**src/design/sliding_window_capacity_penalty_core_macros.svh**
```systemverilog
// ============================================================================
// Assertion macros for the window penalty core
// Concurrent checks on clk, disabled while rst_n is low. Empty under
// synthesis.
// ============================================================================
`ifndef SLIDING_WINDOW_CAPACITY_PENALTY_CORE_MACROS_SVH
`define SLIDING_WINDOW_CAPACITY_PENALTY_CORE_MACROS_SVH
`ifndef SYNTHESIS
// consequent in the same cycle
`define SWCP_ASSERT_SAME(label, ante, cons, msg) \
    label: assert property (@(posedge clk) disable iff (!rst_n) (ante) |-> (cons)) \
        else $error(msg);
// consequent in the following cycle
`define SWCP_ASSERT_NEXT(label, ante, cons, msg) \
    label: assert property (@(posedge clk) disable iff (!rst_n) (ante) |=> (cons)) \
        else $error(msg);
`else
`define SWCP_ASSERT_SAME(label, ante, cons, msg)
`define SWCP_ASSERT_NEXT(label, ante, cons, msg)
`endif
`endif

```
**src/design/swcp_ram.sv**
```systemverilog
// ============================================================================
// swcp_ram
// Simple dual-port RAM: one write port, one read port, registered read data.
// ============================================================================
`default_nettype none

module swcp_ram #(
    parameter int WIDTH = 8,
    parameter int DEPTH = 16
) (
    input  logic                     clk,
    input  logic                     we,
    input  logic [$clog2(DEPTH)-1:0] waddr,
    input  logic [WIDTH-1:0]         wdata,
    input  logic [$clog2(DEPTH)-1:0] raddr,
    output logic [WIDTH-1:0]         rdata
);

    logic [WIDTH-1:0] mem_reg [DEPTH];
    logic [WIDTH-1:0] rdata_reg;

    // write when enabled, read every cycle
    always_ff @(posedge clk)
    begin
        if (we)
        begin
            mem_reg[waddr] <= wdata;
        end
        rdata_reg <= mem_reg[raddr];
    end

    assign rdata = rdata_reg;

endmodule

`default_nettype wire

```
**config.mk**
```make
export PLATFORM = sky130hd
export DESIGN_NAME = swcp_ram
export DESIGN_NICKNAME = d
export VERILOG_FILES = /design/src/design/sliding_window_capacity_penalty_core_macros.svh /design/src/design/swcp_ram.sv
export SDC_FILE = /design/constraint.sdc
export NUM_CORES = 1
export LEC_CHECK = 0
export CORE_MARGIN = 2
export CORE_UTILIZATION = 53
export CTS_BUF_LIST = sky130_fd_sc_hd__clkbuf_8
export CTS_CLUSTER_DIAMETER = 50
export DETAILED_ROUTE_END_ITERATION = 6
export DONT_BUFFER_PORTS = 1
export HOLD_SLACK_MARGIN = 0.1
export PLACE_DENSITY = 0.79
export SETUP_SLACK_MARGIN = 0.4
export SLEW_MARGIN = 20
export SYNTH_ARGS = -nofsm -noshare
export SYNTH_HDL_FRONTEND = slang
export SYNTH_SLANG_ARGS = --single-unit
```
**constraint.sdc**
```tcl
create_clock -name clk -period 2.3 [get_ports clk]
set_input_delay 0.115 -clock clk [delete_from_list [all_inputs] [get_ports clk]]
set_output_delay 0.115 -clock clk [all_outputs]
set_load 0.01 [all_outputs]
```
---- After elaboration in Yosys (flattened, before gate mapping) ----
Memory sizes are Yosys's and may differ from the RTL's. A register that Yosys moved wholly into a read port is not among the register bits.
Index checks and enable logic that the tools add are counted.
storage, ports and cells
  latch bits .............................. 0
  ROM bits ................................ 0
  memories kept ........................... 1
  flip-flop bits (word level) ............. 0
  memory bits (writable) .................. 128
memories
  name     depth  bits a word  read ports  clocked after memory_dff  write ports  RTL line        text
  mem_reg  16     8            1           1                         1            swcp_ram.sv:19  logic [WIDTH-1:0] mem_reg [DEPTH];
cells by class
  $lt $le $gt $ge ......................... 0
  bitwise gates (word level) .............. 0
  multiplexer cells ....................... 2
  equal/unequal tests ..................... 0
  add/subtract/negate cells ............... 0
  $mul .................................... 0
  shift-type cells ........................ 0
  divide/modulo/power cells ............... 0
  reduce and logical (&&, ||, !) cells .... 0
operator list
  cell               number
  two-way mux 1 bit  2

---- Depth between registers and ports, before layout ----
Gate-level depths: netlist of the first run.
  word-level depth ........................ 2
  mapped depth ............................ 5
  depth with buffers taken out ............ 3

---- Worst setup path after synthesis of the first run ----
OpenSTA, ideal clock, no wires.
  kind .................................... input to register
  from .................................... in waddr[2]
  to ...................................... mem mem_reg[0][0], enable pin
  path slack .............................. 692 ps
  arrival time ............................ 1225 ps
  cell stages on the path ................. 2
  cell sequence ........................... or3b_2 nor3_1
RTL lines
  element      RTL line        text
  from (decl)  swcp_ram.sv:13  input logic [$clog2(DEPTH)-1:0] waddr,
  to (decl)    swcp_ram.sv:19
Straight into the memory's write port.

==> impl_metrics.json, run 1 <==
{
  "postRouteAntennaNets": 0,
  "synthArstFlopShare": 0,
  "viasPerCell": 5.93,
  "critical_path_class": "register to register",
  "crit-reg2reg-launch": "mem_reg[6][3]",
  "powerDensity_nw_per_um2": 851,
  "min_from": "raddr[0]",
  "fin_crit_ns": 1.75,
  "fillers": 626,
  "largest_register_ffs": 128,
  "synth.avg_cell_area_um2": 22.5,
  "insertedDiodeCount": 0,
  "clk_pin_slew_ns": 0.07,
  "avgRoutedWirePerCell_um": 23.2,
  "fmax_ghz": 0.572,
  "clkSinkCount": 136,
  "synth_top_cell_area_share": 0.747,
  "timing.setup.tns_ns": 0,
  "antenna_found_initial": 0,
  "maxCapViolCount": 0,
  "ys_seq_area_frac": 0.778,
  "synthesis.area_um2": 5150,
  "synth-main-ff-cell": "edfxtp_1",
  "drc": 0,
  "fp.dieH_um": 103,
  "core_um2": 9330,
  "ir_drop_v": 0.000593,
  "wl_um": 9480,
  "relSlewSlack": 0.511,
  "rsz0062_at_grt": "false",
  "layout.nets": 285,
  "place_area_um2": 5320,
  "dieArea_um2": 10500,
  "final_max_slew_viol_count": 0,
  "critPathLaunch": "mem_reg[6][3]",
  "finalSetupViolations": 0,
  "root_buffer": "clkbuf_8",
  "start_kind": "register",
  "power_leakage_nw": 1.95,
  "post-dp-hpwl_um": 5840,
  "drt_iter0_markers": 308,
  "cts_max_level": 4,
  "final_common_cell": "edfxtp_1",
  "grt_pass1_wl_um": 14500,
  "r2r_cells": 4,
  "io_pins": 26,
  "finalInstanceArea_um2": 5920,
  "ys.warnings.count": 0,
  "synth_edf_count": 128,
  "grt_pass1_vias": 2484,
  "reg2reg_slack_ns": 0.55,
  "die_width_um": 103,
  "hold_class": "input port to register",
  "drive_gt1_frac": 0.236,
  "syn_inst": 229,
  "power_mw": 5.04,
  "dr.pass1.iters": 5,
  "layout_common_cells": "128 x edfxtp_1, 20 x clkbuf_8, 18 x mux4_2",
  "period_share": 0.760,
  "vias": 2427,
  "synth_nets": 247,
  "hold_violations": 0,
  "cp-end-kind": "register",
  "synth_area_leader_cell": "edfxtp_1",
  "cts_tree": "yes",
  "synth.distinct_cells": 19,
  "syn_to_final_growth_pct": 15.1,
  "cp_max_fo": 1,
  "crit_path_end": "rdata[3]",
  "synth_seq_cells": 136,
  "overflow": 0,
  "place.gp.congestion": 0.799,
  "arrival_ns": 2.06,
  "worst_skew_pair.late_latency_ns": 0.43,
  "numCtsBuffers": 17,
  "tightestPinTransition_ns": 0.731,
  "status": "finished clean",
  "cts_max_path_buffers": 2,
  "skew_ns": 0.00956,
  "rr_endpoint": "rdata[3]",
  "rows": 35,
  "floorplan.initialDensity": 0.552,
  "grt_max_degree": 32,
  "track_usage": 0.204,
  "yosys-top-cells-area": "edfxtp_1 75%, mux4_2 7.9%, mux4_1 7.1%",
  "cp.required_ns": 2.61,
  "port_buffers": 0
}
==> metrics by stage <==
| stage | hold slack, ns | util | cells | worst slack, ns |
|---|---|---|---|---|
| after global placement | 0.215 | 0.570 | 361 | 0.824 |
| after global routing | 0.119 | 0.635 | 409 | 0.475 |
| after detailed placement | 0.215 | 0.570 | 361 | 0.772 |
| final | 0.119 | 0.635 | 409 | 0.552 |
| after floorplan | 0.214 | - | 229 | 0.692 |
| after CTS | 0.106 | 0.635 | 409 | 0.569 |
==> kinds of logic (layout without fill, tap and decap cells) <==
logic type,Yosys count,after routing,share of synthesized area
DFF,136,136,0.778
muxes,32,32,0.150
and+or+nand+nor,35,35,0.0318
buffers and inverters,10,61,0.0168
AOI/OAI and AO/OA,16,16,0.0233
==> cell usage after synthesis, types with 2 or more instances <==
library cell	n
mux4_2	18
nand3b_1	2
nor2_1	13
clkdlybuf4s25_2	3
buf_6	3
nand2b_1	2
dfxtp_1	8
a22oi_1	16
mux4_1	14
edfxtp_1	128
nor3_1	4
nand2_1	9
buf_2	3
==> where the power goes <==
group | internal, mW | switching [mW] | leakage, nW
sequential | 2.77 | 0.0244 | 1.22
clock | 1.15 | 0.873 | 0.207
combinational | 0.104 | 0.122 | 0.520
total | 4.02 | 1.02 | 1.95
==> worst max-delay path, cell delays in order (launching register included) <==
cell,delay (ns)
edfxtp_1,0.36
mux4_1,0.47
dlygate4sd3_1,0.57
a22oi_1,0.15
nand2_1,0.09
==> area by class of cell <==
type                       count  area (um^2)  share of cell area
timing repair buffer          29          278              0.0469
tap                          129          161              0.0272
sequential                   136         4000               0.676
clock buffer                  20          275              0.0465
clock inverter                12          149              0.0251
multi-input combinational     83         1060               0.178
==> timing repair <==
| action | in CTS | in global routing |
|---|---|---|
| buffers inserted | 0 | 0 |
| hold buffers | 16 | 0 |
| gates resized for setup | 0 | 0 |
| hold endpoints to repair | 168 | 0 |
==> routing by layer <==
metal  track usage  routed length, um  share of wire  up-vias
met3        0.0502                816          0.086       11
met5             0                  0              0        -
met1         0.296               3920           0.41     1230
li1              -                  -              -     1051
met4        0.0697                106          0.011        0
met2         0.309               4630           0.49      135
==> worst min-delay path by stage <==
stage,endpoint,slack [ns],cells past startpoint
3_5_place_dp,mem_reg[4][2],0.21,0
6_report,rdata[7],0.12,3
3_3_place_gp,mem_reg[1][5],0.21,0
5_1_grt,rdata[2],0.12,3
2_1_floorplan,mem_reg[0][0],0.21,0
4_1_cts,rdata[6],0.11,3
Power figures use the tool's default switching activity.
==> run 2, diff against run 1 <==
--- a/config.mk
+++ b/config.mk
@@ -5,6 +5,7 @@
 export SDC_FILE = /design/constraint.sdc
 export NUM_CORES = 1
 export LEC_CHECK = 0
+export ABC_AREA = 1
 export CORE_MARGIN = 2
 export CORE_UTILIZATION = 53
 export CTS_BUF_LIST = sky130_fd_sc_hd__clkbuf_8
==> constraint.sdc (replaced) <==
create_clock -name clk -period 1.7 [get_ports clk]
set_input_delay 0.085 -clock clk [delete_from_list [all_inputs] [get_ports clk]]
set_output_delay 0.085 -clock clk [all_outputs]
set_load 0.01 [all_outputs]
==> run 2 against run 1 <==
Compared with the run above:
- clock skew increased by 0.0016 ns
- worst hold slack got worse by 0.061 ns
- sequential share of layout area decreased by 6.3 points
- combinational power increased by 86%
- count of clock-buffer cells in the layout decreased by 1
- design area increased by 10%
- utilization decreased by 2.7 points
- critical path depth unchanged
- sequential power increased by 35%
- die area increased by 12%
- clock power increased by 57%
- via count increased by 64%
==> impl_metrics.json, run 2 <==
{
  "status": "finished clean",
  "root_buffer": "clkbuf_8",
  "ys_seq_area_frac": 0.694,
  "place_area_um2": 5900,
  "ir_drop_v": 0.000552,
  "final_max_slew_viol_count": 0,
  "synthArstFlopShare": 0,
  "synth_edf_count": 128,
  "hold_depth": 5,
  "cts_max_path_buffers": 2,
  "fp.dieH_um": 108,
  "r2r_cells": 6,
  "place.gp.congestion": 0.873,
  "period_share": 0.733,
  "die_width_um": 108,
  "cp.required_ns": 2.02,
  "clkSinkCount": 136,
  "synth_area_leader_cell": "edfxtp_1",
  "synthTopCellsByCount": "173 x nand2_1, 128 x edfxtp_1, 100 x inv_1",
  "powerDensity_nw_per_um2": 1130,
  "postRouteAntennaNets": 0,
  "largest_register_ffs": 128,
  "synth.avg_cell_area_um2": 10.5,
  "wl_um": 13300,
  "fin_crit_ns": 1.25,
  "critical_path_class": "input port to register",
  "synthesis.area_um2": 5770,
  "rows": 38,
  "syn_to_final_growth_pct": 13.4,
  "synth_top_cell_area_share": 0.667,
  "dp.cells": 682,
  "fmax_ghz": 0.803,
  "viasPerCell": 5.46,
  "drive_gt1_frac": 0.0852,
  "floorplan.initialDensity": 0.537,
  "relSlewSlack": 0.452,
  "antenna_found_initial": 0,
  "overflow": 0,
  "clk_pin_slew_ns": 0.08,
  "cp_max_fo": 16,
  "track_usage": 0.235,
  "core_um2": 10700,
  "finalSetupViolations": 0,
  "finalInstanceArea_um2": 6540,
  "hold_class": "input port to register",
  "synth_nets": 569,
  "dr.pass1.iters": 7,
  "synth.distinct_cells": 12,
  "numCtsBuffers": 17,
  "yosys.cell_count.top_type": "nand2_1",
  "start_kind": "input port",
  "synth-main-ff-cell": "edfxtp_1",
  "drc": 0,
  "grt_pass1_wl_um": 20100,
  "hold_violations": 0,
  "layout.nets": 592,
  "io_pins": 26,
  "dieArea_um2": 11700,
  "cp-end-kind": "register",
  "post-dp-hpwl_um": 7850,
  "skew_ns": 0.0112,
  "cts_tree": "yes",
  "drt_iter0_markers": 374,
  "avgRoutedWirePerCell_um": 18.3,
  "finalNonFillerCells": 727,
  "worst_skew_pair.late_latency_ns": 0.44,
  "syn_inst": 551,
  "cts_max_level": 4,
  "rsz0062_at_grt": "false",
  "arrival_ns": 1.57,
  "ys.warnings.count": 0,
  "vias": 3969,
  "grt_max_degree": 66,
  "layout_common_cells": "173 x nand2_1, 128 x edfxtp_1, 101 x inv_1",
  "yosys-top-cells-area": "edfxtp_1 67%, nand2_1 11%, nand3_1 8.4%",
  "power_leakage_nw": 2.80,
  "ctsResizeCount": 0,
  "multi_input_area_um2": 1210,
  "seqCellArea_um2": 4000,
  "insertedDiodeCount": 0,
  "maxCapViolCount": 0,
  "timing.setup.tns_ns": 0,
  "final_common_cell": "nand2_1",
  "grt_pass1_vias": 3848,
  "postCtsSetupRepairBufs": 0,
  "synth_seq_cells": 136,
  "port_buffers": 0,
  "fillers": 803,
  "tightestPinTransition_ns": 0.819
}
run 2: report_power, final:
| group | internal [mW] | switching (mW) |
|---|---|---|
| clock | 1.96 | 1.20 |
| sequential | 3.75 | 0.0389 |
| combinational | 0.125 | 0.295 |
run 2: metrics by stage:
stage               power [mW]  hold WS (ns)  worst slack [ns]  utilization
finish                    7.37        0.0578             0.454        0.608
global route              7.56         0.106             0.442        0.608
CTS                       7.34       -0.0203             0.487        0.606
detailed placement        4.15         0.184             0.480        0.549
global placement          4.13         0.185             0.512        0.549
floorplan                 4.11         0.184             0.664            -
run 2: logic make-up (layout without fill, tap and decap cells):
family / count (synthesis) / count (layout) / synth area share
buffers and inverters: 126 / 162 / 0.0952
flip-flops: 136 / 136 / 0.694
AND/OR/NAND/NOR: 289 / 289 / 0.210
run 2: final cells by class:
| cell class | count | area share |
|---|---|---|
| Clock buffer | 19 | 0.0400 |
| Tap cell | 140 | 0.0268 |
| Timing Repair Buffer | 28 | 0.0421 |
| Multi-Input combinational cell | 289 | 0.186 |
| Inverter | 102 | 0.0586 |
| Sequential cell | 136 | 0.612 |
| Clock inverter | 13 | 0.0344 |
run 2: worst paths after layout:
check                                 to  slack [ns]           start
worst max-delay path            rdata[7]        0.45        raddr[2]
worst min-delay path            rdata[0]        0.06        raddr[0]
worst max register to register  rdata[1]        0.59  mem_reg[10][1]
worst min register to register  rdata[2]        0.69   mem_reg[3][2]
run 2: metal layers:
metal  global-route usage  part of all wire  up-vias  routed length [um]
met5                    0                 0        -                   0
met4                0.130             0.037        0                 487
met3               0.0729              0.12       37                1550
met2                0.358              0.47      283                6250
met1                0.302              0.38     1833                5050
li1                     -                 -     1816                   -
run 2: repair_timing:
action	CTS	global route
setup endpoints to repair	0	0
hold endpoints to repair	136	8
hold buffers	11	2
run 2: critical path, cell delays in order:
cell and delay [ns]:
dlygate4sd3_1 1.04, nand3_1 0.20, nand3_1 0.18, nand2_1 0.06
