## src/design/sliding_window_capacity_penalty_core_macros.svh

```systemverilog
// ============================================================================
// Assertion macros for the window penalty core
// Concurrent checks on clk, disabled while rst_n is low. Empty under
// synthesis.
// ============================================================================
`ifndef SLIDING_WINDOW_CAPACITY_PENALTY_CORE_MACROS_SVH
`define SLIDING_WINDOW_CAPACITY_PENALTY_CORE_MACROS_SVH
`ifndef SYNTHESIS
// consequent in the same cycle
`define SWCP_ASSERT_SAME(label, ante, cons, msg) \
    label: assert property (@(posedge clk) disable iff (!rst_n) (ante) |-> (cons)) \
        else $error(msg);
// consequent in the following cycle
`define SWCP_ASSERT_NEXT(label, ante, cons, msg) \
    label: assert property (@(posedge clk) disable iff (!rst_n) (ante) |=> (cons)) \
        else $error(msg);
`else
`define SWCP_ASSERT_SAME(label, ante, cons, msg)
`define SWCP_ASSERT_NEXT(label, ante, cons, msg)
`endif
`endif

```

## src/design/swcp_pkg.sv

```systemverilog
// ============================================================================
// swcp_pkg
// Shared sizes, codes, control bundle and helpers of the window penalty core.
// ============================================================================
`default_nettype none

package swcp_pkg;

    localparam int STATIONS   = 5;
    localparam int MAX_JOBS   = 1024;
    localparam int LIMIT_BITS = 4;

    localparam int REG_W     = 20;
    localparam int PEN_W     = 20;
    localparam int MASK_W    = 5;
    localparam int SEQ_W     = 11;
    localparam int REQ_W     = 2;
    localparam int STS_W     = 2;
    localparam int CFG_IDX_W = 1;
    localparam int EXC_W     = 6;
    localparam int EXC_MIN   = -(2 ** (EXC_W - 1));
    localparam int EXC_MAX   = 2 ** (EXC_W - 1) - 1;

    localparam int CNT_W   = $clog2(MAX_JOBS + 1);
    localparam int ADDR_W  = $clog2(MAX_JOBS);
    localparam int STA_W   = (STATIONS > 1) ? $clog2(STATIONS) : 1;
    localparam int SCNT_W  = $clog2(STATIONS + 1);
    localparam int IDX_W   = (SCNT_W > LIMIT_BITS) ? SCNT_W : LIMIT_BITS;
    localparam int LIM_MAX = 2 ** LIMIT_BITS - 1;
    // excess during tail walk or capacity shift: may fall by a full window
    localparam int FEXC_W  = $clog2(2 ** (EXC_W - 1) + 2 ** LIMIT_BITS) + 1;
    // sum of positive excesses over all stations
    localparam int SUM_W   = EXC_W - 1 + $clog2(STATIONS + 1);

    localparam logic [REQ_W-1:0] REQ_APPEND = 2'd0;
    localparam logic [REQ_W-1:0] REQ_REMOVE = 2'd1;
    localparam logic [REQ_W-1:0] REQ_FINISH = 2'd2;

    localparam logic [STS_W-1:0] STS_OK    = 2'd0;
    localparam logic [STS_W-1:0] STS_FULL  = 2'd1;
    localparam logic [STS_W-1:0] STS_EMPTY = 2'd2;

    localparam logic [CFG_IDX_W-1:0] CFG_CAP = 1'd0;
    localparam logic [CFG_IDX_W-1:0] CFG_WIN = 1'd1;

    localparam logic [REG_W-1:0] CAP_RESET = 20'd69905;
    localparam logic [REG_W-1:0] WIN_RESET = 20'd139810;
    localparam logic [PEN_W-1:0] PEN_MAX   = '1;

    // sequencer to station datapath
    typedef struct packed {
        logic                  proc_vld;
        logic [REQ_W-1:0]      op;
        logic [STA_W-1:0]      sta;
        logic [LIMIT_BITS-1:0] step;
        logic                  old_ok;
        logic [MASK_W-1:0]     cur_mask;
        logic                  fin_load;
        logic                  res_load;
    } ctl_t;

    typedef logic signed [EXC_W-1:0]  exc_t;
    typedef logic signed [FEXC_W-1:0] fexc_t;

    // packed per-station field; bits beyond the register read as zero
    function automatic logic [LIMIT_BITS-1:0] field_of(input logic [REG_W-1:0] r,
                                                      input int s);
        logic [LIMIT_BITS-1:0] f;
        f = '0;
        for (int b = 0; b < LIMIT_BITS; b++) begin
            if (s * LIMIT_BITS + b < REG_W)
            begin
                f[b] = r[s * LIMIT_BITS + b];
            end
        end
        return f;
    endfunction

    // window length, zero read as one
    function automatic logic [LIMIT_BITS-1:0] win_of(input logic [REG_W-1:0] r,
                                                    input int s);
        logic [LIMIT_BITS-1:0] f;
        f = field_of(r, s);
        return (f == '0) ? LIMIT_BITS'(1) : f;
    endfunction

    function automatic logic bit_of(input logic [MASK_W-1:0] m, input int s);
        return (s < MASK_W) ? m[s] : 1'b0;
    endfunction

    function automatic exc_t clamp_exc(input fexc_t v);
        exc_t r;
        if (v < EXC_MIN)
        begin
            r = exc_t'(EXC_MIN);
        end
        else if (v > EXC_MAX)
        begin
            r = exc_t'(EXC_MAX);
        end
        else
        begin
            r = exc_t'(v);
        end
        return r;
    endfunction

    function automatic logic [PEN_W-1:0] sat_add(input logic [PEN_W-1:0] a,
                                                 input logic [SUM_W-1:0] b);
        logic [PEN_W:0] t;
        t = {1'b0, a} + (PEN_W + 1)'(b);
        return t[PEN_W] ? PEN_MAX : t[PEN_W-1:0];
    endfunction

endpackage

`default_nettype wire

```

## src/design/swcp_ctrl.sv

```systemverilog
// ============================================================================
// swcp_ctrl
// Request sequencer: job count, window register, mask store addressing and
// result strobe.
// ============================================================================
`default_nettype none

module swcp_ctrl (
    input  logic                                clk,
    input  logic                                rst_n,
    input  logic                                start,
    input  logic [swcp_pkg::REQ_W-1:0]          req_type,
    input  logic [swcp_pkg::MASK_W-1:0]         upgrade_mask,
    input  logic                                cfg_we,
    input  logic [swcp_pkg::CFG_IDX_W-1:0]      cfg_index,
    input  logic [swcp_pkg::REG_W-1:0]          cfg_data,
    input  logic [swcp_pkg::MASK_W-1:0]         rd_data,
    output logic                                busy,
    output logic [swcp_pkg::REG_W-1:0]          win,
    output swcp_pkg::ctl_t                      ctl,
    output logic                                ram_we,
    output logic [swcp_pkg::ADDR_W-1:0]         ram_waddr,
    output logic [swcp_pkg::MASK_W-1:0]         ram_wdata,
    output logic [swcp_pkg::ADDR_W-1:0]         ram_raddr,
    output logic                                done,
    output logic [swcp_pkg::SEQ_W-1:0]          seq_length,
    output logic [swcp_pkg::STS_W-1:0]          status
);

    import swcp_pkg::*;

    localparam logic [1:0] S_IDLE = 2'd0;
    localparam logic [1:0] S_CUR  = 2'd1;
    localparam logic [1:0] S_WALK = 2'd2;
    localparam logic [1:0] S_FIN  = 2'd3;

    logic [1:0]            state_reg, state_next;
    logic [REQ_W-1:0]      op_reg, op_next;
    logic [CNT_W-1:0]      count_reg, count_next;
    logic [CNT_W-1:0]      k_reg, k_next;
    logic [IDX_W-1:0]      idx_reg, idx_next;
    logic [MASK_W-1:0]     cur_mask_reg, cur_mask_next;
    logic                  proc_vld_reg, proc_vld_next;
    logic [STA_W-1:0]      proc_sta_reg, proc_sta_next;
    logic [LIMIT_BITS-1:0] proc_step_reg, proc_step_next;
    logic                  proc_ok_reg, proc_ok_next;
    logic [STS_W-1:0]      sts_pend_reg, sts_pend_next;
    logic [REG_W-1:0]      win_reg;
    logic                  done_reg;
    logic [SEQ_W-1:0]      seq_length_reg;
    logic [STS_W-1:0]      status_reg;

    logic                  accept;
    logic                  walk_iss;
    logic                  fin_iss;
    logic [CNT_W-1:0]      off;
    logic                  old_ok;
    logic                  fin_load;
    logic                  res_load;

    assign busy   = (state_reg != S_IDLE);
    assign accept = start && !busy;

    // offset back to the leaving position: station window or tail step
    assign walk_iss = (state_reg == S_WALK) && (idx_reg < IDX_W'(STATIONS));
    assign fin_iss  = (state_reg == S_FIN) && (idx_reg != '0);
    assign off      = (state_reg == S_WALK) ? CNT_W'(win_of(win_reg, int'(idx_reg)))
                                            : CNT_W'(idx_reg);
    assign old_ok   = (k_reg >= off);

    // mask store ports
    assign ram_we    = accept && (req_type == REQ_APPEND) && (count_reg != CNT_W'(MAX_JOBS));
    assign ram_waddr = ADDR_W'(count_reg);
    assign ram_wdata = upgrade_mask;
    assign ram_raddr = (state_reg == S_IDLE) ? ADDR_W'(count_reg - CNT_W'(1))
                                             : ADDR_W'(k_reg - off);

    // sequence one request
    always_comb
    begin
        state_next     = state_reg;
        op_next        = op_reg;
        count_next     = count_reg;
        k_next         = k_reg;
        idx_next       = idx_reg;
        cur_mask_next  = cur_mask_reg;
        proc_vld_next  = 1'b0;
        proc_sta_next  = proc_sta_reg;
        proc_step_next = proc_step_reg;
        proc_ok_next   = proc_ok_reg;
        sts_pend_next  = sts_pend_reg;
        fin_load       = 1'b0;
        res_load       = 1'b0;
        case (state_reg)
            S_IDLE:
            begin
                if (accept)
                begin
                    op_next       = req_type;
                    sts_pend_next = STS_OK;
                    case (req_type)
                        REQ_APPEND:
                        begin
                            if (count_reg == CNT_W'(MAX_JOBS))
                            begin
                                sts_pend_next = STS_FULL;
                                res_load      = 1'b1;
                            end
                            else
                            begin
                                cur_mask_next = upgrade_mask;
                                k_next        = count_reg;
                                count_next    = count_reg + CNT_W'(1);
                                idx_next      = '0;
                                state_next    = S_WALK;
                            end
                        end
                        REQ_REMOVE:
                        begin
                            if (count_reg == '0)
                            begin
                                sts_pend_next = STS_EMPTY;
                                res_load      = 1'b1;
                            end
                            else
                            begin
                                k_next     = count_reg - CNT_W'(1);
                                count_next = count_reg - CNT_W'(1);
                                state_next = S_CUR;
                            end
                        end
                        REQ_FINISH:
                        begin
                            fin_load   = 1'b1;
                            k_next     = count_reg;
                            idx_next   = IDX_W'(LIM_MAX);
                            state_next = S_FIN;
                        end
                        default:
                        begin
                            res_load = 1'b1;
                        end
                    endcase
                end
            end
            S_CUR:
            begin
                // mask of the job being removed
                cur_mask_next = rd_data;
                idx_next      = '0;
                state_next    = S_WALK;
            end
            S_WALK:
            begin
                if (walk_iss)
                begin
                    proc_vld_next = 1'b1;
                    proc_sta_next = idx_reg[STA_W-1:0];
                    proc_ok_next  = old_ok;
                    idx_next      = idx_reg + IDX_W'(1);
                end
                if (proc_vld_reg && (proc_sta_reg == STA_W'(STATIONS - 1)))
                begin
                    res_load   = 1'b1;
                    state_next = S_IDLE;
                end
            end
            S_FIN:
            begin
                if (fin_iss)
                begin
                    proc_vld_next  = 1'b1;
                    proc_step_next = idx_reg[LIMIT_BITS-1:0];
                    proc_ok_next   = old_ok;
                    idx_next       = idx_reg - IDX_W'(1);
                end
                if (proc_vld_reg && (proc_step_reg == LIMIT_BITS'(1)))
                begin
                    res_load   = 1'b1;
                    state_next = S_IDLE;
                end
            end
            default:
            begin
                state_next = S_IDLE;
            end
        endcase
    end

    // control state
    always_ff @(posedge clk or negedge rst_n)
    begin
        if (!rst_n)
        begin
            state_reg    <= S_IDLE;
            op_reg       <= REQ_APPEND;
            count_reg    <= '0;
            k_reg        <= '0;
            idx_reg      <= '0;
            proc_vld_reg <= 1'b0;
            sts_pend_reg <= STS_OK;
            win_reg      <= WIN_RESET;
            done_reg     <= 1'b0;
        end
        else
        begin
            state_reg    <= state_next;
            op_reg       <= op_next;
            count_reg    <= count_next;
            k_reg        <= k_next;
            idx_reg      <= idx_next;
            proc_vld_reg <= proc_vld_next;
            sts_pend_reg <= sts_pend_next;
            done_reg     <= res_load;
            if (cfg_we && (cfg_index == CFG_WIN))
            begin
                win_reg <= cfg_data;
            end
        end
    end

    // payload: mask, pipeline tags, result fields
    always_ff @(posedge clk)
    begin
        cur_mask_reg  <= cur_mask_next;
        proc_sta_reg  <= proc_sta_next;
        proc_step_reg <= proc_step_next;
        proc_ok_reg   <= proc_ok_next;
        if (res_load)
        begin
            seq_length_reg <= SEQ_W'(count_reg);
            status_reg     <= sts_pend_next;
        end
    end

    assign ctl.proc_vld = proc_vld_reg;
    assign ctl.op       = op_reg;
    assign ctl.sta      = proc_sta_reg;
    assign ctl.step     = proc_step_reg;
    assign ctl.old_ok   = proc_ok_reg;
    assign ctl.cur_mask = cur_mask_reg;
    assign ctl.fin_load = fin_load;
    assign ctl.res_load = res_load;

    assign win        = win_reg;
    assign done       = done_reg;
    assign seq_length = seq_length_reg;
    assign status     = status_reg;

endmodule

`default_nettype wire

```

## config.mk

```make
export PLATFORM = sky130hd
export DESIGN_NAME = swcp_ctrl
export DESIGN_NICKNAME = d
export VERILOG_FILES = /design/src/design/sliding_window_capacity_penalty_core_macros.svh /design/src/design/swcp_pkg.sv /design/src/design/swcp_ctrl.sv
export SDC_FILE = /design/constraint.sdc
export NUM_CORES = 1
export LEC_CHECK = 0
export BUFFER_PORTS_ARGS = -buffer_cell sky130_fd_sc_hd__buf_2
export CORE_MARGIN = 1
export CORE_UTILIZATION = 40
export CTS_CLUSTER_DIAMETER = 40
export DETAILED_ROUTE_END_ITERATION = 7
export HOLD_SLACK_MARGIN = 0.05
export PLACE_DENSITY = 0.7
export SLEW_MARGIN = 20
export SYNTH_ARGS = -nofsm -noshare
export SYNTH_HDL_FRONTEND = slang
export SYNTH_SLANG_ARGS = --single-unit
```

## constraint.sdc

```tcl
create_clock -name clk -period 9.8 [get_ports clk]
set_input_delay 1.96 -clock clk [delete_from_list [all_inputs] [get_ports clk]]
set_output_delay 1.96 -clock clk [all_outputs]
set_load 0.05 [all_outputs]
```

# After elaboration in Yosys (flattened, before gate mapping)

Index checks and enable logic that the tools add are counted.

$add $sub $neg: 8
Magnitude comparators: 10
Equal/unequal tests: 22
Mux-type cells: 61
Reduce and logical (&&, ||, !) cells: 28

Operator list:

| operator                                             | count |
|---|---|
| < comparator 32 x 6 -> 1 bit (second input constant) | 3 |
| 2-to-1 mux 11 bit                                    | 3 |
| case mux 11 bit (3 select lines)                     | 1 |
| 2-to-1 mux 1 bit                                     | 24 |
| 2-to-1 mux 4 bit                                     | 6 |
| case mux 11 bit (2 select lines)                     | 1 |
| < comparator 7 x 6 -> 1 bit (second input constant)  | 3 |
| 2-to-1 mux 2 bit                                     | 8 |
| case mux 4 bit (4 select lines)                      | 1 |
| binary-select mux 1 bit (select 5 bit)               | 3 |
| 2-to-1 mux 5 bit                                     | 3 |
| AND reduction 5 bit                                  | 3 |
| adder 6 x 2 -> 7 bit (second input constant)         | 2 |
| inequality test 2 bit (second input constant)        | 7 |
| adder 11 x 1 -> 11 bit (second input constant)       | 1 |
| == test 11 bit (second input constant)               | 1 |
| >= comparator 11 x 4 -> 1 bit                        | 1 |
| zero test 11 bit                                     | 1 |
| inequality test 11 bit (second input constant)       | 1 |
| subtractor 11 x 1 -> 11 bit (second input constant)  | 1 |
| 2-to-1 mux 10 bit                                    | 1 |
| case mux 5 bit (2 select lines)                      | 1 |
| subtractor 10 x 4 -> 10 bit                          | 1 |
| logical AND 1 bit                                    | 8 |
| other kinds (31)                                     | 44 |

Bits in registers: 80
Input bits: 37
Output and inout port bits: 79
Word-level logic and storage cells: 144

# Longest topological paths before layout

Depth after elaboration: 11
Mapped depth: 13
Depth with buffers taken out: 11

# Worst setup path after synthesis

No wires, ideal clock.

Kind: input -> output
Start point: input req_type[1] in the netlist's numbering
End point: output ctl[0] in the netlist's numbering
Arrival time: 4.268 ns
Required time: 7.840 ns
Setup slack: 3.572 ns
Stages: 8
Buffers on the path: 2
Cell sequence: inv_1 ha_1 clkbuf_1 mux2i_1 nor3_1 nor2_1 o21ai_0 buf_4

Cells in the longest elaborated chain, start to end: 4
Elaborated cells on any way between the ends: 6
Classes of those cells: eq/ne: 2; mux: 3; reduce/logical: 1

Ends and longest elaborated chain:

| what                                        | RTL line         | RTL |
|---|---|---|
| start, declared                             | swcp_ctrl.sv:12  | `input logic [swcp_pkg::REQ_W-1:0] req_type,` |
| == test 2 bit, or another cell as far along | swcp_ctrl.sv:101 | `case (req_type)` |
| case mux 1 bit (3 select lines) (*)         | swcp_ctrl.sv:101 |  |
| 2-to-1 mux 1 bit (*)                        | swcp_ctrl.sv:97  | `if (accept)` |
| case mux 1 bit (3 select lines) (*)         | swcp_ctrl.sv:94  | `case (state_reg)` |
| end, declared                               | swcp_ctrl.sv:20  | `output swcp_pkg::ctl_t ctl,` |

Mark *: on every way between the ends. The rest lies on a longest branch, timed or not.

==> impl_metrics.tcl <==
set metrics [dict create \
    ctsHoldBuffers 0 \
    setup_slack_ns 3.793 \
    worstPathMaxFanout 18 \
    cp_common_cell "buf_2" \
    cts_buffers 9 \
    overflow 0 \
    vias 3390 \
    critPathMaxStageDelay_ns 0.58 \
    cp.required_ns 7.84 \
    period_share 0.6129 \
    setup_viol 0 \
    gr-usage-met2 0.2998 \
    row_count 38 \
    fin_tns_setup_ns 0 \
    worstPathArrival_ns 4.05 \
    met1_usage 0.2522 \
    grt_max_degree 55 \
    start_kind "input port" \
    maxCapViolCount 0 \
    cts_resized 0 \
    firstDrtPassIters 4 \
    final_cell_mix "115 x buf_2, 49 x dfrtp_1, 36 x nand2_1, 35 x nor2_1" \
    syn2layout_area_growth_pct 18.37 \
    synth_seq_cells 80 \
    use_met3 0.03436 \
    drive_gt1_frac 0.3456 \
    cp-end-kind "primary output" \
    grt.busiest_layer "met2" \
    ant_nets 0 \
    cts_tree "done" \
    io_pins 116 \
    grt_pass1_vias 3315 \
    track_usage 0.1835 \
    cts.sinks 80 \
    drv_slew 0 \
    postCtsSetupRepairBufs 0 \
    crit_path_top_delay_cell "ha_1" \
    nets 565 \
    wl_per_cell_um 15.80 \
    drc_errors 0 \
    synth_area_per_cell_sq_um 10.67 \
    status "finished clean" \
    hold_class "reg -> reg" \
    coreArea_sq_um 10940 \
    ys_warn_count 0 \
    largest_reg_flops 20 \
    place.gp.congestion 0.8946 \
    syn-instance-count 424 \
    ys.flop_type "dfrtp_1" \
    clockBufferDepth 2 \
    multi_input_area_sq_um 2086 \
    syn-num-nets 479 \
    wl_mm 10.35 \
    cp_cell_sequence "buf_2 > inv_1 > ha_1 > mux2i_1 > nor3_1 > nor2_1 > o21ai_1 > buf_4 > buf_2" \
    cts_root_buf "clkbuf_16" \
    die_x_um 108.3 \
    async_flop_share 0.6750 \
    fin_skew_ns 0.01083 \
    io_buffers 115 \
    criticalPathCategory "in -> out" \
    synth_edf_count 26 \
    synth_cell_types 57 \
    first_iter_violations 229 \
    max_freq_mhz 166.5 \
    worst_pin_slew_ns 0.8128 \
    ys_seq_area_frac 0.4728 \
    fill_cells 1003 \
    synth_area_sq_um 4523 \
    pre_cts_ws_ns 3.810 \
    viasPerCell 5.176 \
    fin_crit_ns 6.007 \
    clock_latency_ns 0.33 \
    dp_hpwl_mm 7.571 \
    finalHoldViolations 0 \
    antenna_found_initial 0 \
    cp_top_family "buffers and inverters" \
    seqCellArea_sq_um 2138 \
    die_area_sq_um 11740 \
    start_util 0.4136 \
    n_antenna_cell 0 \
    clk_pin_slew_worst_paths_ns 0.06 \
    slew_headroom 0.4570 \
    grt_pass1_wl_mm 16.80 \
    rsz0062_at_grt "false" \
    htreeDepth 3 \
    final_common_cell "buf_2" \
    die-height_um 108.3 \
    crit_buf_inv 4 \
]
-- layout make-up --
type	instances	area share
sequential	80	0.3994
multi-input combinational	286	0.3896
timing repair buffer	119	0.1131
clock buffer	9	0.04207
tap	140	0.03272
clock inverter	7	0.01332
inverter	14	0.009815
-- synth_stat cells, drive strengths merged, types with 6 or more instances --
cell type | instances | share of area
xnor2 | 15 | 0.029
mux2 | 27 | 0.067
a21oi | 18 | 0.020
ha | 16 | 0.044
buf | 23 | 0.038
dfrtp | 49 | 0.27
nand2 | 36 | 0.030
mux2i | 6 | 0.013
clkbuf | 21 | 0.017
nor3 | 11 | 0.012
nand3 | 7 | 0.0077
inv | 14 | 0.012
xor2 | 19 | 0.037
edfxtp | 26 | 0.17
o21ai | 18 | 0.020
nor2b | 6 | 0.0083
nor2 | 35 | 0.029
-- worst min-delay path: stages (launching register included) --
cell	delay, ns
dfrtp_1	0.32
nand2_1	0.05
o31ai_1	0.07
-- cell families (layout without fill, tap and decap cells) --
logic type,Yosys count,count (layout),share of synthesized area
AOI/OAI and AO/OA,63,63,0.09046
xor gates and xnor gates,34,34,0.06584
adders and majority gates,18,18,0.05311
buffers and inverters,58,149,0.06722
DFF,80,80,0.4728
muxes,37,37,0.1004
and+or+nand+nor,134,134,0.1502
-- worst paths after layout --
kind / startpoint / end / slack, ns / depth (start not counted)
worst max-delay path: req_type[1] / ctl[0] / 3.79 / 9
worst min register to register: sts_pend_reg[1] / sts_pend_reg[1] / 0.48 / 2
worst max register to register: idx_reg[0] / proc_ok_reg / 6.78 / 9
worst min-delay path: sts_pend_reg[1] / sts_pend_reg[1] / 0.48 / 2
max in group asynchronous: rst_n / sts_pend_reg[1] / 7.58 / 2
min in group asynchronous: rst_n / win[14] / 1.76 / 2
-- per-layer routing --
| metal | routed length (um) | up-vias |
|---|---|---|
| met1 | 4783 | 1620 |
| met3 | 605 | 9 |
| met5 | 0 | - |
| met2 | 4854 | 125 |
| li1 | - | 1636 |
| met4 | 104 | 0 |
-- metrics by stage --
| step | std cells | hold WS (ns) | instance area (sq um) | util |
|---|---|---|---|---|
| global placement | 639 | 0.4613 | 5057 | 0.4625 |
| detailed placement | 639 | 0.4737 | 5057 | 0.4625 |
| CTS | 655 | 0.4866 | 5354 | 0.4896 |
| floorplan | 424 | 0.4231 | 4523 | - |
| global route | 655 | 0.5101 | 5354 | 0.4896 |
| finish | 655 | 0.4812 | 5354 | 0.4896 |
Power is not shown: default switching activity piles up to over one toggle a cycle in this logic, so the estimate is an artifact.
