**src/design/sliding_window_capacity_penalty_core_macros.svh**
```systemverilog
// ============================================================================
// Assertion macros for the window penalty core
// Concurrent checks on clk, disabled while rst_n is low. Empty under
// synthesis.
// ============================================================================
`ifndef SLIDING_WINDOW_CAPACITY_PENALTY_CORE_MACROS_SVH
`define SLIDING_WINDOW_CAPACITY_PENALTY_CORE_MACROS_SVH
`ifndef SYNTHESIS
// consequent in the same cycle
`define SWCP_ASSERT_SAME(label, ante, cons, msg) \
    label: assert property (@(posedge clk) disable iff (!rst_n) (ante) |-> (cons)) \
        else $error(msg);
// consequent in the following cycle
`define SWCP_ASSERT_NEXT(label, ante, cons, msg) \
    label: assert property (@(posedge clk) disable iff (!rst_n) (ante) |=> (cons)) \
        else $error(msg);
`else
`define SWCP_ASSERT_SAME(label, ante, cons, msg)
`define SWCP_ASSERT_NEXT(label, ante, cons, msg)
`endif
`endif

```
**src/design/swcp_pkg.sv**
```systemverilog
// ============================================================================
// swcp_pkg
// Shared sizes, codes, control bundle and helpers of the window penalty core.
// ============================================================================
`default_nettype none

package swcp_pkg;

    localparam int STATIONS   = 5;
    localparam int MAX_JOBS   = 1024;
    localparam int LIMIT_BITS = 4;

    localparam int REG_W     = 20;
    localparam int PEN_W     = 20;
    localparam int MASK_W    = 5;
    localparam int SEQ_W     = 11;
    localparam int REQ_W     = 2;
    localparam int STS_W     = 2;
    localparam int CFG_IDX_W = 1;
    localparam int EXC_W     = 6;
    localparam int EXC_MIN   = -(2 ** (EXC_W - 1));
    localparam int EXC_MAX   = 2 ** (EXC_W - 1) - 1;

    localparam int CNT_W   = $clog2(MAX_JOBS + 1);
    localparam int ADDR_W  = $clog2(MAX_JOBS);
    localparam int STA_W   = (STATIONS > 1) ? $clog2(STATIONS) : 1;
    localparam int SCNT_W  = $clog2(STATIONS + 1);
    localparam int IDX_W   = (SCNT_W > LIMIT_BITS) ? SCNT_W : LIMIT_BITS;
    localparam int LIM_MAX = 2 ** LIMIT_BITS - 1;
    // excess during tail walk or capacity shift: may fall by a full window
    localparam int FEXC_W  = $clog2(2 ** (EXC_W - 1) + 2 ** LIMIT_BITS) + 1;
    // sum of positive excesses over all stations
    localparam int SUM_W   = EXC_W - 1 + $clog2(STATIONS + 1);

    localparam logic [REQ_W-1:0] REQ_APPEND = 2'd0;
    localparam logic [REQ_W-1:0] REQ_REMOVE = 2'd1;
    localparam logic [REQ_W-1:0] REQ_FINISH = 2'd2;

    localparam logic [STS_W-1:0] STS_OK    = 2'd0;
    localparam logic [STS_W-1:0] STS_FULL  = 2'd1;
    localparam logic [STS_W-1:0] STS_EMPTY = 2'd2;

    localparam logic [CFG_IDX_W-1:0] CFG_CAP = 1'd0;
    localparam logic [CFG_IDX_W-1:0] CFG_WIN = 1'd1;

    localparam logic [REG_W-1:0] CAP_RESET = 20'd69905;
    localparam logic [REG_W-1:0] WIN_RESET = 20'd139810;
    localparam logic [PEN_W-1:0] PEN_MAX   = '1;

    // sequencer to station datapath
    typedef struct packed {
        logic                  proc_vld;
        logic [REQ_W-1:0]      op;
        logic [STA_W-1:0]      sta;
        logic [LIMIT_BITS-1:0] step;
        logic                  old_ok;
        logic [MASK_W-1:0]     cur_mask;
        logic                  fin_load;
        logic                  res_load;
    } ctl_t;

    typedef logic signed [EXC_W-1:0]  exc_t;
    typedef logic signed [FEXC_W-1:0] fexc_t;

    // packed per-station field; bits beyond the register read as zero
    function automatic logic [LIMIT_BITS-1:0] field_of(input logic [REG_W-1:0] r,
                                                      input int s);
        logic [LIMIT_BITS-1:0] f;
        f = '0;
        for (int b = 0; b < LIMIT_BITS; b++) begin
            if (s * LIMIT_BITS + b < REG_W)
            begin
                f[b] = r[s * LIMIT_BITS + b];
            end
        end
        return f;
    endfunction

    // window length, zero read as one
    function automatic logic [LIMIT_BITS-1:0] win_of(input logic [REG_W-1:0] r,
                                                    input int s);
        logic [LIMIT_BITS-1:0] f;
        f = field_of(r, s);
        return (f == '0) ? LIMIT_BITS'(1) : f;
    endfunction

    function automatic logic bit_of(input logic [MASK_W-1:0] m, input int s);
        return (s < MASK_W) ? m[s] : 1'b0;
    endfunction

    function automatic exc_t clamp_exc(input fexc_t v);
        exc_t r;
        if (v < EXC_MIN)
        begin
            r = exc_t'(EXC_MIN);
        end
        else if (v > EXC_MAX)
        begin
            r = exc_t'(EXC_MAX);
        end
        else
        begin
            r = exc_t'(v);
        end
        return r;
    endfunction

    function automatic logic [PEN_W-1:0] sat_add(input logic [PEN_W-1:0] a,
                                                 input logic [SUM_W-1:0] b);
        logic [PEN_W:0] t;
        t = {1'b0, a} + (PEN_W + 1)'(b);
        return t[PEN_W] ? PEN_MAX : t[PEN_W-1:0];
    endfunction

endpackage

`default_nettype wire

```
**src/design/swcp_exc.sv**
```systemverilog
// ============================================================================
// swcp_exc
// Station datapath: capacity register, per-station excess, running penalty
// and the trailing-window accumulation for finish.
// ============================================================================
`default_nettype none

module swcp_exc (
    input  logic                           clk,
    input  logic                           rst_n,
    input  logic                           cfg_we,
    input  logic [swcp_pkg::CFG_IDX_W-1:0] cfg_index,
    input  logic [swcp_pkg::REG_W-1:0]     cfg_data,
    input  logic [swcp_pkg::REG_W-1:0]     win,
    input  swcp_pkg::ctl_t                 ctl,
    input  logic [swcp_pkg::MASK_W-1:0]    rd_data,
    output logic [swcp_pkg::PEN_W-1:0]     penalty
);

    import swcp_pkg::*;

    logic [REG_W-1:0] cap_reg;
    exc_t             exc_reg [STATIONS];
    logic [PEN_W-1:0] pen_reg;
    fexc_t            fin_exc_reg [STATIONS];
    fexc_t            fin_exc_next [STATIONS];
    logic [PEN_W-1:0] acc_reg;
    logic [PEN_W-1:0] penalty_reg;

    exc_t             exc_cfg [STATIONS];
    exc_t             e_cur;
    fexc_t            e_ext;
    logic             cur_bit;
    logic             old_bit;
    exc_t             e_app;
    exc_t             e_rem;
    logic [EXC_W-2:0] pos_app;
    logic [EXC_W-2:0] pos_rem;
    logic [PEN_W-1:0] pen_upd;
    logic [SUM_W-1:0] fin_sum;
    logic [PEN_W-1:0] acc_upd;
    logic             cap_wr;
    logic             do_app;
    logic             do_rem;
    logic             do_fin;

    assign cap_wr = cfg_we && (cfg_index == CFG_CAP);
    assign do_app = ctl.proc_vld && (ctl.op == REQ_APPEND);
    assign do_rem = ctl.proc_vld && (ctl.op == REQ_REMOVE);
    assign do_fin = ctl.proc_vld && (ctl.op == REQ_FINISH);

    // shift each excess by old capacity minus new capacity
    always_comb
    begin
        for (int s = 0; s < STATIONS; s++)
        begin
            exc_cfg[s] = clamp_exc(fexc_t'(exc_reg[s])
                                   + FEXC_W'(field_of(cap_reg, s))
                                   - FEXC_W'(field_of(cfg_data, s)));
        end
    end

    // select the station in flight and its entering and leaving bits
    always_comb
    begin
        e_cur   = '0;
        cur_bit = 1'b0;
        old_bit = 1'b0;
        for (int s = 0; s < STATIONS; s++)
        begin
            if (ctl.sta == STA_W'(s))
            begin
                e_cur   = exc_reg[s];
                cur_bit = bit_of(ctl.cur_mask, s);
                old_bit = bit_of(rd_data, s) && ctl.old_ok;
            end
        end
    end

    // append adds then charges; remove refunds then backs out
    assign e_ext   = fexc_t'(e_cur);
    assign e_app   = clamp_exc(e_ext + FEXC_W'(cur_bit) - FEXC_W'(old_bit));
    assign e_rem   = clamp_exc(e_ext - FEXC_W'(cur_bit) + FEXC_W'(old_bit));
    assign pos_app = (e_app > 0) ? e_app[EXC_W-2:0] : '0;
    assign pos_rem = (e_cur > 0) ? e_cur[EXC_W-2:0] : '0;

    always_comb
    begin
        if (do_app)
        begin
            pen_upd = sat_add(pen_reg, SUM_W'(pos_app));
        end
        else if (do_rem)
        begin
            pen_upd = (pen_reg >= PEN_W'(pos_rem)) ? (pen_reg - PEN_W'(pos_rem)) : '0;
        end
        else
        begin
            pen_upd = pen_reg;
        end
    end

    // one tail step: stations whose window reaches this far drop one position
    always_comb
    begin
        fin_sum = '0;
        for (int s = 0; s < STATIONS; s++)
        begin
            fin_exc_next[s] = fin_exc_reg[s];
            if (win_of(win, s) >= ctl.step)
            begin
                fin_exc_next[s] = fin_exc_reg[s]
                                  - FEXC_W'(bit_of(rd_data, s) && ctl.old_ok);
                if (fin_exc_next[s] > 0)
                begin
                    fin_sum = fin_sum + SUM_W'(fin_exc_next[s][EXC_W-2:0]);
                end
            end
        end
    end

    assign acc_upd = sat_add(acc_reg, fin_sum);

    // persistent state: capacities, excesses, running penalty
    always_ff @(posedge clk or negedge rst_n)
    begin
        if (!rst_n)
        begin
            cap_reg <= CAP_RESET;
            pen_reg <= '0;
            for (int s = 0; s < STATIONS; s++)
            begin
                exc_reg[s] <= clamp_exc(-fexc_t'(field_of(CAP_RESET, s)));
            end
        end
        else
        begin
            if (cap_wr)
            begin
                cap_reg <= cfg_data;
                for (int s = 0; s < STATIONS; s++)
                begin
                    exc_reg[s] <= exc_cfg[s];
                end
            end
            else if (do_app || do_rem)
            begin
                pen_reg <= pen_upd;
                for (int s = 0; s < STATIONS; s++)
                begin
                    if (ctl.sta == STA_W'(s))
                    begin
                        exc_reg[s] <= do_app ? e_app : e_rem;
                    end
                end
            end
        end
    end

    // finish scratch copy and result register
    always_ff @(posedge clk)
    begin
        if (ctl.fin_load)
        begin
            acc_reg <= pen_reg;
            for (int s = 0; s < STATIONS; s++)
            begin
                fin_exc_reg[s] <= fexc_t'(exc_reg[s]);
            end
        end
        else if (do_fin)
        begin
            acc_reg <= acc_upd;
            for (int s = 0; s < STATIONS; s++)
            begin
                fin_exc_reg[s] <= fin_exc_next[s];
            end
        end
        if (ctl.res_load)
        begin
            penalty_reg <= do_fin ? acc_upd : pen_upd;
        end
    end

    assign penalty = penalty_reg;

endmodule

`default_nettype wire

```
**config.mk**
```make
export PLATFORM = sky130hd
export DESIGN_NAME = swcp_exc
export DESIGN_NICKNAME = d
export VERILOG_FILES = /design/src/design/sliding_window_capacity_penalty_core_macros.svh /design/src/design/swcp_pkg.sv /design/src/design/swcp_exc.sv
export SDC_FILE = /design/constraint.sdc
export NUM_CORES = 1
export LEC_CHECK = 0
export BUFFER_PORTS_ARGS = -buffer_cell sky130_fd_sc_hd__buf_2
export CELL_PAD_IN_SITES_DETAIL_PLACEMENT = 1
export CELL_PAD_IN_SITES_GLOBAL_PLACEMENT = 1
export CORE_UTILIZATION = 48
export DETAILED_ROUTE_END_ITERATION = 10
export PLACE_DENSITY = 0.84
export SYNTH_ARGS = -nofsm -noshare
export SYNTH_HDL_FRONTEND = slang
export SYNTH_SLANG_ARGS = --single-unit
```
**constraint.sdc**
```tcl
create_clock -name clk -period 10.5 [get_ports clk]
set_input_delay 0.525 -clock clk [delete_from_list [all_inputs] [get_ports clk]]
set_output_delay 0.525 -clock clk [all_outputs]
set_load 0.01 [all_outputs]
```
# ---- Yosys cells after proc, flatten, opt, wreduce, memory -nomap -nowiden
# Memories as Yosys holds them, arrays and structs flattened.
# Index checks and enable logic that the tools add are counted.
# W data, S select, Z words.
dict set report word_totals {
  output_inout_bits 20
  in_bits 67
  register_bits 110
  n_memories 1
  word_cells 183
  mem_bits_rw 35
}
dict set report op_classes {
  order_cmp 27
  n_mux 77
  addsub 26
  n_reduce_logical 30
  bitwise_logic 7
  eq_ne 6
}
# memory depth word_bits rd rd_clocked_by_memory_dff write_ports line
set mem_list {}
lappend mem_list {fin_exc_reg 5 7 5 0 5 swcp_exc.sv:25} ;# fexc_t fin_exc_reg [STATIONS];
# operator count
set op_table {}
lappend op_table {{$mux W20} 8}
lappend op_table {{$mux W6} 25}
lappend op_table {{$mux W8} 10}
lappend op_table {{$mux W7} 10}
lappend op_table {{$mux W30} 2}
lappend op_table {{$gt A7 B6 Y1 const B} 7}
lappend op_table {{$lt A7 B6 Y1 const B} 7}
lappend op_table {{$sub A7 B1 Y7} 6}
lappend op_table {{$add A6 B5 Y7} 5}
lappend op_table {{$gt A7 B1 Y1 const B} 5}
lappend op_table {{$sub A7 B4 Y7} 5}
lappend op_table {{$add A8 B8 Y8} 4}
lappend op_table {{$add A20 B5 Y21} 1}
lappend op_table {{$add A20 B8 Y21} 1}
lappend op_table {{$ge A20 B5 Y1} 1}
lappend op_table {{$ge A4 B4 Y1} 5}
lappend op_table {{$logic_not A4 Y1} 5}
lappend op_table {{$mux W4} 5}
lappend op_table {{$sub A20 B5 Y20} 1}
lappend op_table {{$mux W1} 15}
lappend op_table {{$reduce_bool A2 Y1} 7}
lappend op_table {{$gt A6 B1 Y1 const B} 2}
lappend op_table {{$reduce_and A2 Y1} 6}
lappend op_table {{$mux W5} 2}
lappend op_table {{other kinds (14)} 28}

# ---- Longest topological paths before layout
dict set report depth {
  word_depth 21
  ltp_mapped 40
  depth_no_buf 39
}

# ---- Least setup slack after synthesis
# Ideal clock, no wire load.
dict set report synth_timing {
  path_type {in2reg}
  from {input port rd_data[0] in the netlist's numbering}
  to {register penalty_reg[18], in the netlist penalty[18] (data pin)}
  n_path_buf 0
  required_ns 10.227
  arrival_time_ns 7.958
  setup_time_ns 0.273
  setup_slack_ns 2.269
  path_stages 35
  path_cell_list {and2_1 ha_1 ha_1 or3b_4 o31ai_1 nand4_2 nor3_1 ha_1 fa_1 and4_1 a21o_1 fa_1 nor3_1 nor2_1 fa_1 a21o_1 a21oi_1 xnor2_1 nand2_1 and2_1 ha_1 nand3_1 o211ai_1 nor4_1 nor3_1 xor2_1 nor2_1 xnor3_1 ha_1 o21ai_0 nand2b_1 nand3_1 or4b_2 o21ai_0 mux2i_1}
}
dict set report synth_between {
  elab_chain_len 20
  elab_cells_between_ends 35
  cone_classes {8 x add/sub; 4 x order compare; 22 x mux; 1 x reduce/logical}
}
# element line
set synth_rtl {}
lappend synth_rtl {{start, declared} swcp_exc.sv:16} ;# input logic [swcp_pkg::MASK_W-1:0] rd_data,
lappend synth_rtl {{$logic_and A1 B1 Y1 (*)} {swcp_exc.sv:75, swcp_exc.sv:113}}
lappend synth_rtl {{$sub A7 B1 Y7} swcp_exc.sv:113} ;# - FEXC_W'(bit_of(rd_data, s) && ctl.old_ok);
lappend synth_rtl {{$gt A7 B1 Y1} swcp_exc.sv:114} ;# if (fin_exc_next[s] > 0)
lappend synth_rtl {{$mux W8} swcp_exc.sv:114}
lappend synth_rtl {{$mux W8} swcp_exc.sv:110} ;# if (win_of(win, s) >= ctl.step)
lappend synth_rtl {{$add A8 B8 Y8} swcp_exc.sv:116} ;# fin_sum = fin_sum + SUM_W'(fin_exc_next[s][EXC_W-2:0]);
lappend synth_rtl {{$mux W8} swcp_exc.sv:114}
lappend synth_rtl {{$mux W8} swcp_exc.sv:110}
lappend synth_rtl {{[4 not listed]} n/a}
lappend synth_rtl {{$mux W8} swcp_exc.sv:114}
lappend synth_rtl {{$mux W8} swcp_exc.sv:110}
lappend synth_rtl {{$add A8 B8 Y8} swcp_exc.sv:116}
lappend synth_rtl {{$mux W8} swcp_exc.sv:114}
lappend synth_rtl {{$mux W8} swcp_exc.sv:110}
lappend synth_rtl {{$add A20 B8 Y21} swcp_pkg.sv:111} ;# t = {1'b0, a} + (PEN_W + 1)'(b);
lappend synth_rtl {{$mux W20} swcp_pkg.sv:112} ;# return t[PEN_W] ? PEN_MAX : t[PEN_W-1:0];
lappend synth_rtl {{$mux W20 (*)} swcp_exc.sv:181} ;# penalty_reg <= do_fin ? acc_upd : pen_upd;
lappend synth_rtl {{end signal, assigned} swcp_exc.sv:181}
lappend synth_rtl {{end, declared} swcp_exc.sv:28} ;# logic [PEN_W-1:0] penalty_reg;
# Mark *: on every way between the ends. The rest lies on a longest branch, timed or not.
# A chain may end at the register's enable or synchronous reset.

==> tab_implementation.tex <==
\begin{tabular}{lr}
\hline
Metric & Value \\
\hline
\multicolumn{2}{l}{\textbf{Status}} \\
\quad Status & completed \\
\multicolumn{2}{l}{\textbf{Logic synthesis}} \\
\quad Part of the Yosys area used for sequential elements & 29.6\% \\
\quad Net count after synthesis & 1,819 \\
\quad Yosys synthesis warning count & 0 \\
\quad Top\_reg\_cell synth & edfxtp\_1 \\
\quad Post-synthesis area per instance & 8.53 um2 \\
\quad Number of enable-type register cells in the synthesized netlist & 75 \\
\quad Fraction of registers with async set or reset after synthesis & 48.3\% \\
\quad Netlist Area Pre-Place & 13,700 um2 \\
\quad Number of distinct standard cells referenced by the synthesized netlist & 88 \\
\quad Number of cells produced by synthesis & 1,603 \\
\quad Post-synthesis register bit count & 145 \\
\multicolumn{2}{l}{\textbf{CTS}} \\
\quad Buffer levels on the longest clock path & 2 \\
\quad CTS H-tree lvls & 4 \\
\quad Hold Buf Count CTS & 0 \\
\quad Setup repair bufs after CTS & 0 \\
\quad Clock Tree Root & clkbuf\_16 \\
\quad Clock-pin slew reported for the worst setup and hold paths after clock tree synthesis & 0.07 ns \\
\quad CTS Buf Count & 17 \\
\quad Clock Sinks & 145 \\
\quad Source-to-sink clock delay at the later pin of the worst-skew pair & 0.45 ns \\
\quad Count of cells resized by post-cts repair & 0 \\
\quad CTS tree & built \\
\multicolumn{2}{l}{\textbf{Die}} \\
\quad Floorplan Core Area & 27,900 um2 \\
\quad Die H & 171 um \\
\quad Total number of placement rows & 61 \\
\quad Top-Level Pins & 87 \\
\quad Starting density of the core & 48.9\% \\
\quad Die width & 171 um \\
\quad Die area & 29,200 um2 \\
\multicolumn{2}{l}{\textbf{Worst setup path}} \\
\quad Endpoint kind of the worst setup timing path & flop \\
\quad Startpoint class of the critical path & flop \\
\quad Max stage delay on crit path & 1.06 ns \\
\quad Slowest stage cell on the critical path & nor2\_1 \\
\quad Required time of the critical path & 10.79 ns \\
\quad Worst Setup Path Type & reg -> reg \\
\quad Critical Path AT & 9.80 ns \\
\quad CP max FO & 19 \\
\multicolumn{2}{l}{\textbf{Global routing}} \\
\quad Global router's overall resource usage & 29.9\% \\
\quad Global-route wire length before repair & 67,800 um \\
\quad Total global routing overflow & 0 \\
\quad Number of global-route vias before repair & 12,900 \\
\quad Antenna violations before repair & 2 \\
\quad Pin count of the biggest net entering global routing & 71 \\
\multicolumn{2}{l}{\textbf{Placed design}} \\
\quad Instance area after placement & 14,400 um2 \\
\quad Count of input and output buffers & 86 \\
\quad Global placer's final weighted congestion & 0.872 \\
\quad Post-DP HPWL & 32,400 um \\
\multicolumn{2}{l}{\textbf{Route}} \\
\quad Antenna Violating Nets Remaining & 0 \\
\quad Pre-Repair DR Iteration Count & 5 \\
\quad Initial detailed-routing violation count & 880 \\
\quad Total wirelength of the detailed-routed design & 42,200 um \\
\quad Final routed wire length divided by cell count & 20.6 um \\
\quad Residual DRC count & 0 \\
\quad DR vias/cell & 6.08 \\
\quad Routed via count & 12,400 \\
\multicolumn{2}{l}{\textbf{Power and ir drop}} \\
\quad Switching component of the power & 2560 uW \\
\quad Sw frac & 49.2\% \\
\quad Leak pwr & 0.00667 uW \\
\quad Power density cells & 347 nW/um2 \\
\quad Gate power share & 67.1\% \\
\quad Cell-internal power & 2640 uW \\
\quad Portion of total power attributed to the clock network & 11.8\% \\
\quad Sequential fraction of design power & 21.1\% \\
\quad Worst ir drop on vdd & 0.144 mV \\
\multicolumn{2}{l}{\textbf{Timing}} \\
\quad Setup TNS & 0 ns \\
\quad Transition time at the pin with the least slew margin & 1.31 ns \\
\quad Final period util & 90.6\% \\
\quad Post-route clock skew & 0.0155 ns \\
\quad Setup repair after global routing missed its margin & no \\
\quad Period minus WS final & 9.51 ns \\
\quad Fin. Hold Viols & 0 \\
\quad Final slew viol count & 0 \\
\quad Slew Limit Headroom & 12.3\% \\
\quad Maximum clock frequency & 105 MHz \\
\quad Final hold slack & 0.214 ns \\
\quad Setup-failing EPs final & 0 \\
\multicolumn{2}{l}{\textbf{Layout}} \\
\quad Number of flip-flops in the largest register & 35 \\
\quad FILL cells & 3,375 \\
\quad NumNets Final & 1,870 \\
\quad Area Growth Syn to Fin & 9.62\% \\
\quad Fraction of layout cells with a size suffix above 1 & 13.3\% \\
\quad Final Cell Area & 15,000 um2 \\
\multicolumn{2}{l}{\textbf{Min path}} \\
\quad Hold WC Path Type & in -> async \\
\multicolumn{2}{l}{\textbf{Flow run}} \\
\quad Count of max-cap constraint violations & 0 \\
\hline
\end{tabular}
## through the flow
stage	util [%]	setup WS (ns)	instances	power (uW)
6_report	53.6	0.990	2046	5190
3_5_place_dp	51.6	0.723	2013	4480
3_3_place_gp	51.6	1.28	2013	4280
4_1_cts	53.6	1.00	2045	5150
5_1_grt	53.6	0.274	2046	5580
2_1_floorplan	-	2.27	1603	3570
## cells in the mapped netlist (all sizes together), types with 15 or more instances
| cell type | count | area, um2 |
|---|---|---|
| mux2 | 17 | 199 |
| fa | 29 | 581 |
| ha | 120 | 1500 |
| nor2 | 138 | 518 |
| xor2 | 49 | 429 |
| o21a | 17 | 135 |
| a21oi | 127 | 636 |
| nand2b | 20 | 125 |
| nand3 | 35 | 180 |
| inv | 171 | 642 |
| o21bai | 15 | 113 |
| xnor2 | 48 | 420 |
| and3 | 16 | 100 |
| nand2 | 132 | 495 |
| edfxtp | 75 | 2250 |
| dfstp | 35 | 920 |
| clkbuf | 54 | 203 |
| nor3 | 57 | 285 |
| o21ai | 117 | 586 |
| a21o | 38 | 285 |
| dfrtp | 35 | 876 |
## layout make-up
cell class / count / area (um2) / area share (%)
diodes: 1 / 2.50 / 0.0167
clock inverters: 13 / 139 / 0.927
clock buffers: 19 / 433 / 2.89
multi-input cells: 1221 / 8730 / 58.3
repair buffers: 96 / 508 / 3.39
well taps: 378 / 473 / 3.16
inverters: 173 / 649 / 4.33
flip-flops and latches: 145 / 4050 / 27.0
## power groups by stage
stage / sequential (uW) / clock, uW / combinational, uW
after floorplan: 1010 / 0 / 2560
after global placement: 1080 / 0 / 3190
after detailed placement: 1090 / 0 / 3380
after CTS: 1090 / 618 / 3450
after global routing: 1120 / 636 / 3830
final: 1100 / 613 / 3480
## critical path: cells and delay by family (launching register included)
kind | cells | cell delay, ns
fa+ha+maj | 7 | 2.29
compound gates | 7 | 1.67
flops | 1 | 0.38
simple gates | 15 | 4.02
xor+xnor | 4 | 0.80
buf+inv | 1 | 0.07
mux | 1 | 0.11
## kinds of logic after synthesis
kind of cell / count (synthesis) / synth area share [%]
muxes: 35 / 3.32
buffers and inverters: 237 / 6.62
xor gates and xnor gates: 98 / 6.38
and+or+nand+nor: 483 / 17.0
adders and majority gates: 149 / 15.2
AOI/OAI and AO/OA: 456 / 21.9
DFF: 145 / 29.6
## final timing paths
kind                                              from  slack [ns]  cells after the start                       to
setup / recovery           fin_exc_reg[0][0]$_DFFE_PP_        0.99                     35    penalty[11]$_DFFE_PP_
hold / removal                                   rst_n        0.21                      1   cap_reg[2]$_DFFE_PN0P_
setup reg to reg           fin_exc_reg[0][0]$_DFFE_PP_        0.99                     35    penalty[11]$_DFFE_PP_
hold reg to reg                cap_reg[16]$_DFFE_PN1P_        0.47                      2  cap_reg[16]$_DFFE_PN1P_
max in group asynchronous                        rst_n        9.63                      1   pen_reg[9]$_DFFE_PN0P_
min in group clk                           cfg_data[0]        0.29                      3   cap_reg[0]$_DFFE_PN1P_
## routing by layer
metal	share of wire, %	wire, um	GRT usage [%]	vias up
met2	47	19900	49.6	343
met3	4.8	2050	4.02	78
met1	45	19100	39.6	6181
met5	0.031	13	0	-
li1	-	-	-	5843
met4	2.8	1180	10.9	2
## layout by cell type (no fill, tap or decap), types with 11 or more instances in the layout
cell | Yosys | routed
a21o_1 | 38 | 38
nor2_1 | 138 | 137
a211oi_1 | 13 | 13
mux2_2 | 15 | 15
nand2_1 | 132 | 132
o21ai_1 | 13 | 13
clkbuf_16 | 0 | 17
and2_1 | 11 | 11
o21ai_0 | 104 | 104
mux2i_1 | 12 | 12
xor2_1 | 49 | 49
edfxtp_1 | 75 | 75
nor2b_1 | 13 | 12
o21bai_1 | 15 | 15
xnor2_1 | 48 | 48
fa_1 | 29 | 29
inv_1 | 170 | 170
a21oi_1 | 127 | 127
and3_1 | 16 | 16
dfstp_2 | 35 | 35
buf_2 | 6 | 85
dfrtp_1 | 35 | 35
nand3_1 | 34 | 34
nand2b_1 | 20 | 20
buf_4 | 0 | 11
o211ai_1 | 13 | 13
ha_1 | 120 | 120
o21a_1 | 16 | 16
nor3_1 | 57 | 57
No activity file was read; power rests on OpenSTA's default activity.
